[config.mk]
export PLATFORM = sky130hd
export DESIGN_NAME = tkac_rank
export DESIGN_NICKNAME = d
export VERILOG_FILES = /design/src/hw/rtl/tkac_pkg.sv /design/src/hw/rtl/tkac_rank.sv
export SDC_FILE = /design/constraint.sdc
export NUM_CORES = 1
export LEC_CHECK = 0
export BUFFER_PORTS_ARGS = -buffer_cell sky130_fd_sc_hd__buf_2
export CORE_MARGIN = 2
export CORE_UTILIZATION = 55
export DETAILED_ROUTE_END_ITERATION = 16
export PLACE_DENSITY = 0.89
export REMOVE_ABC_BUFFERS = 1
export SYNTH_ARGS = -nofsm -noshare
export SYNTH_HDL_FRONTEND = slang
export SYNTH_SLANG_ARGS = --single-unit
[constraint.sdc]
create_clock -name vclk -period 34.8
set_input_delay 10.44 -clock vclk [all_inputs]
set_output_delay 10.44 -clock vclk [all_outputs]
set_load 0.01 [all_outputs]
[src/hw/rtl/tkac_pkg.sv]
package tkac_pkg;

   localparam int MAX_CLASSES_DEF = 8;
   localparam int COUNT_WIDTH_DEF = 32;

   localparam int NUM_SCORES   = 8;
   localparam int SCORE_W      = 16;
   localparam int LABEL_W      = 8;
   localparam int ENTRY_W      = 4;
   localparam int RPT_W        = 32;
   localparam int GATE_W       = 20;
   localparam int SAMPLE_W     = 10;
   localparam int ADDR_W       = 5;

   localparam logic [GATE_W-1:0]   GATE_MAX   = '1;
   localparam logic [SAMPLE_W-1:0] SAMPLE_MAX = '1;

   // floor(x/3) = (x*683) >> 11 for any 10-bit x
   localparam logic [GATE_W-1:0] DIV3_RECIP = 20'd683;
   localparam int                DIV3_SHIFT = 11;

   localparam logic [2:0] REG_TOP_K       = 3'd0;
   localparam logic [2:0] REG_NUM_CLASSES = 3'd1;
   localparam logic [2:0] REG_IGNORE_EN   = 3'd2;
   localparam logic [2:0] REG_IGNORE_LBL  = 3'd3;
   localparam logic [2:0] REG_SAMPLES     = 3'd4;
   localparam logic [2:0] REG_THRESHOLD   = 3'd5;

   typedef logic signed [SCORE_W-1:0] score_type;

endpackage

[src/hw/rtl/tkac_rank.sv]
module tkac_rank
   import tkac_pkg::*;
#(
   parameter int MAX_CLASSES = MAX_CLASSES_DEF,
   parameter int IDX_W = (MAX_CLASSES > 1) ? $clog2(MAX_CLASSES) : 1,
   parameter int CLS_W = $clog2(MAX_CLASSES + 1)
) (
   input  score_type        scores [NUM_SCORES],
   input  logic [IDX_W-1:0] label,
   input  logic [CLS_W-1:0] ncls,
   input  logic [3:0]       top_k,
   output logic             hit
);

   logic [MAX_CLASSES-1:0] beats;
   logic [CLS_W-1:0]       rank;
   score_type              ref_score;

   assign ref_score = scores[label];

   always_comb begin
      for (int c = 0; c < MAX_CLASSES; c++) begin
         beats[c] = (CLS_W'(c) < ncls) &&
                    ((scores[c] > ref_score) ||
                     ((scores[c] == ref_score) && (IDX_W'(c) > label)));
      end
   end

   assign rank = CLS_W'($countones(beats));
   assign hit  = 4'(rank) < top_k;

endmodule

==> impl_metrics.csv, run 1 <==
group,metric,value,unit
power,p_clk_share,0,%
sta,fmax,36.0,MHz
grt,grt_max_degree,37,
yosys,synth_cell_types,48,
layout,nClkBuffers,0,
layout,seq_cell_count,0,
yosys,synth_warnings,0,
power,pwr-share-seq,0,%
critical_path,arrival,17360,ps
die,core,7290,µm²
flow_run,cap_violations,0,
power,power_switching,65.3,µW
placement,dpl.cell_count,683,
layout,final_cell_area,4930,µm²
critical_path,critPathRequiredTime,24360,ps
drt,initialDrtViolationCount,281,
placement,io_buffer_count,140,
sta,maxSlewHeadroom,24.1,%
drt,postRouteAntennaNets,0,
status,status,"finished, final reports clean",
drt,via_count,4606,
die,dieHeight,90.9,µm
layout,syn_to_final_growth,18.7,%
clock_network,postCtsSetupBuffers,0,
critical_path,path_max_fanout,36,
power,internal_power,57.3,µW
sta,min_period,27800,ps
layout,antennaDiodeCount,0,
grt,met3_usage,3.59,%
sta,fin_crit_sh,79.9,%
power,ir_drop,0.0000551,V
critical_path,worst-setup-path-type,"in -> out",
grt,grt_pass1_wl,21800,µm
grt,grt_antenna_before_repair,0,
yosys,syn_avg_cell_area,9.13,µm²
power,p_per_area,24.9,nW/µm²
drt,wl_per_cell,20.0,µm
grt,grt_pass1_vias,4665,
placement,hpwl,11800,µm
sta,rsz0062_at_grt,"no",
sta,tns,0,ps
layout,drive_gt1_share,30.7,%
critical_path,start_kind,"primary input",
die,dieArea,8260,µm²
power,comb_power_share,100.0,%
power,switching_share,53.3,%
die,initial_core_util,57.0,%
sta,finalHoldViolCount,0,
critical_path,cp-end-kind,"primary output",
grt,busiest_layer,"met2",
drt,wl,13700,µm
grt,grt_use_met2,56.8,%
sta,slew_violations,0,
layout,regArea,0,µm²
die,io_pins,140,
clock_network,ctsResizeCount,0,
placement,gp_congestion,0.947,
yosys,synth_seq_area_share,0,%
die,chipWidth,90.9,µm
grt,grt_overflow_total,0,
min_path,hold_path.class,"in -> out",
clock_network,postCtsHoldBufs,0,
drt,avgViaCountPerCell,6.74,
layout,fin_nets,863,
yosys,netlist_area,4150,µm²
drt,drc,0,
yosys,postSynthCellCount,455,
layout,stdcell_count,683,
drt,firstDrtPassIters,5,
sta,tightest_slew,1140,ps
grt,grt_usage,32.1,%
power,p_leak,2.54,nW
placement,placed_cell_area,4930,µm²
die,rows,31,
sta,setup_viol,0,
grt,grt_use_met1,41.4,%
[per-layer routing]
layer  routed length (µm)  vias up
met5                    0        -
li1                     -     2094
met4                  350        0
met2                 6640      293
met1                 5370     2170
met3                 1300       49
[critical path: stages]
cell and delay (ps):
buf_2 840, mux4_2 610, mux2i_1 640, ha_1 390, and3_1 170, nand3_2 120, nor3_1 70, a2111oi_0 460
mux2_2 390, a21oi_1 150, fa_1 480, fa_1 500, inv_1 60, fa_1 480, ha_1 240, fa_1 450
ha_1 280, a21o_1 160, a21o_1 170, a21oi_1 120, buf_2 140
[layout make-up]
type | instances | area (µm²)
Inverter | 27 | 101
Fill cell | 612 | 2360
Tap cell | 99 | 124
Multi-Input combinational cell | 417 | 4010
Timing Repair Buffer | 140 | 701
[cell usage after synthesis (8+ instances only)]
cell     number  area, µm²
nand2_1      25       93.8
inv_1        27        101
nand4_1      23        144
nand3_1      13       65.1
nor2b_1       8       50.1
nor2_1       16       60.1
o21ai_0      20        100
mux2i_1      17        170
a21o_1       19        143
a21oi_1      41        205
mux4_2       32        721
ha_1        134       1680
[final timing paths]
check / startpoint / to / cells past startpoint
setup / recovery: label[0] / hit / 21
hold / removal: top_k[3] / hit / 5
[power by group through the flow]
stage	combinational, mW	sequential (mW)	clock (mW)
floorplan	0.0813	0	0
global placement	0.112	0	0
detailed placement	0.119	0	0
CTS	0.121	0	0
global route	0.137	0	0
finish	0.123	0	0
[through the flow]
step	power [mW]	hold slack (ps)	utilization, %	setup slack, ps
after floorplan	0.0813	21100	-	8550
after global placement	0.112	21310	67.6	7220
after detailed placement	0.119	21320	67.6	7040
after CTS	0.121	21330	67.6	6990
after global routing	0.137	21370	67.6	6540
final	0.123	21320	67.6	7000
[cells by family after synthesis]
| group | share of synthesized area, % |
|---|---|
| compound gates | 17.6 |
| xor+xnor | 0.422 |
| fa+ha+maj | 42.3 |
| buf+inv | 3.55 |
| mux | 21.7 |
| simple gates | 14.5 |
[placed cells by master, fill, tap and decap left out, types with 2 or more instances in the layout]
cell      netlist  layout
ha_1          134     134
a31oi_1         4       4
o21ai_0        20      20
and4_1          2       2
nand2_1        25      25
nor2b_1         8       8
and3_1          4       4
nand3_1        13      13
o22ai_1         2       2
nor3_1          7       7
o31a_1          2       2
a21o_1         19      19
o21a_1          4       4
nor4_1          3       3
mux2i_1        17      17
inv_1          27      27
nand4_1        23      23
mux4_2         32      32
or3_1           3       3
a211oi_1        7       7
a221oi_1        2       2
nor2_1         16      16
a21oi_1        41      41
o211ai_1        5       5
fa_1            4       4
buf_2           4     140
Note: power is estimated with default switching activity, not from simulation.
==> run 2: changes to the inputs <==
- CORE_UTILIZATION: 55 -> 54
- PLACE_DENSITY: 0.89 -> 0.88
- clock period: 34.8 -> 27.2 ns (I/O delays scaled with it)
==> run 2 against run 1 <==
Critical path depth decreased by 1. Core utilization is 0.47 points lower. Design area increased by 0.36%.
==> impl_metrics.csv, run 2 (synthesis gave the netlist of run 1 again) <==
group,metric,value,unit
power,p_leak,2.55,nW
sta,tightest_slew,1130,ps
critical_path,arrival,15160,ps
drt,wl,13800,µm
drt,avgViaCountPerCell,6.59,
layout,nClkBuffers,0,
sta,maxSlewHeadroom,24.7,%
sta,hold-worst-slack,16760,ps
critical_path,cp-end-kind,"primary output",
min_path,hold_path.class,"in -> out",
sta,min_period,23320,ps
layout,syn_to_final_growth,19.2,%
drt,postRouteAntennaNets,0,
power,p_clk_share,0,%
power,comb_power_share,100.0,%
die,initial_core_util,56.4,%
placement,gp_congestion,0.924,
power,ir_drop,0.0000591,V
sta,fmax,42.9,MHz
critical_path,start_kind,"primary input",
placement,io_buffer_count,140,
layout,drive_gt1_share,30.9,%
die,rows,31,
layout,final_cell_mix,"buf_2 (140), ha_1 (134), a21oi_1 (41), mux4_2 (32), inv_1 (27)",
grt,grt_pass1_wl,21800,µm
die,io_pins,140,
sta,tns,0,ps
power,pwr-share-seq,0,%
die,dieHeight,91.7,µm
die,dieArea,8410,µm²
grt,grt_use_met2,54.7,%
critical_path,path_max_fanout,36,
placement,hpwl,12000,µm
flow_run,cap_violations,0,
grt,grt_overflow_total,0,
sta,fin_crit_sh,85.7,%
critical_path,worst-setup-path-type,"in -> out",
power,power_switching,83.3,µW
drt,wl_per_cell,20.2,µm
min_path,min_to,"hit",
placement,post-place-ws,3960,ps
grt,met3_usage,5.34,%
grt,grt_antenna_before_repair,1,
min_path,hold_start,"top_k[3]",
grt,busiest_layer,"met2",
grt,grt_usage,31.9,%
clock_network,ctsResizeCount,0,
power,switching_share,53.2,%
drt,firstDrtPassIters,4,
sta,finalHoldViolCount,0,
clock_network,postCtsHoldBufs,0,
sta,fin_ws,3880,ps
layout,final_common_cell,"buf_2",
power,internal_power,73.4,µW
drt,via_count,4521,
clock_network,postCtsSetupBuffers,0,
grt,grt_max_degree,37,
grt,grt_use_met1,42.1,%
min_path,min_path_cells,5,
layout,multi_input_area,4010,µm²
sta,setup_viol,0,
die,core,7370,µm²
layout,fillers,630,
sta,rsz0062_at_grt,"no",
layout,fin_nets,865,
layout,regArea,0,µm²
drt,initialDrtViolationCount,264,
die,chipWidth,91.7,µm
critical_path,critPathRequiredTime,19040,ps
layout,seq_cell_count,0,
grt,grt_pass1_vias,4518,
sta,slew_violations,0,
power,p_per_area,31.7,nW/µm²
status,status,"finished, final reports clean",
drt,drc,0,
[run 2: per-stage QoR]
stage               std cells  power [mW]  util [%]  cell area (µm²)
floorplan                 444       0.104         -             4110
global placement          685       0.144      67.1             4950
detailed placement        685       0.154      67.1             4950
CTS                       685       0.155      67.1             4950
global route              685       0.177      67.1             4950
finish                    686       0.157      67.2             4950
[run 2: power by group through the flow]
stage / combinational, mW / sequential (mW) / clock [mW]
floorplan: 0.104 / 0 / 0
detailed placement: 0.154 / 0 / 0
CTS: 0.155 / 0 / 0
global placement: 0.144 / 0 / 0
finish: 0.157 / 0 / 0.0000000117
global route: 0.177 / 0 / 0
[run 2: critical path, stage by stage]
cell      delay (ps)
buf_2            830
mux4_2           620
mux2i_1          650
ha_1             310
nand4_1          270
nor4_1           720
a21boi_0         390
nor4_1           120
xnor2_1          150
a211o_1          320
fa_1             510
inv_1             50
fa_1             470
ha_1             240
fa_1             450
ha_1             280
a21o_1           160
a21o_1           170
a21oi_1          120
buf_2            140
[run 2: worst max path at each step]
stage / from / end / slack, ps
global route: label[0] / hit / 3430
CTS: label[0] / hit / 3960
detailed placement: label[0] / hit / 3960
floorplan: label[0] / hit / 5510
global placement: label[0] / hit / 4190
finish: label[0] / hit / 3880
[run 2: layout make-up]
type                       count  area share (%)
multi-input combinational    417            80.9
timing repair buffer         142            14.5
tap                           99            2.50
inverter                      27            2.05
antenna                        1          0.0506
[run 2: metal layers]
layer | share of wire (%) | vias to the layer above | routed length [µm]
met5 | 0 | - | 0
met3 | 8.8 | 30 | 1220
li1 | - | 2094 | -
met1 | 41 | 2172 | 5690
met2 | 48 | 225 | 6660
met4 | 1.9 | 0 | 268
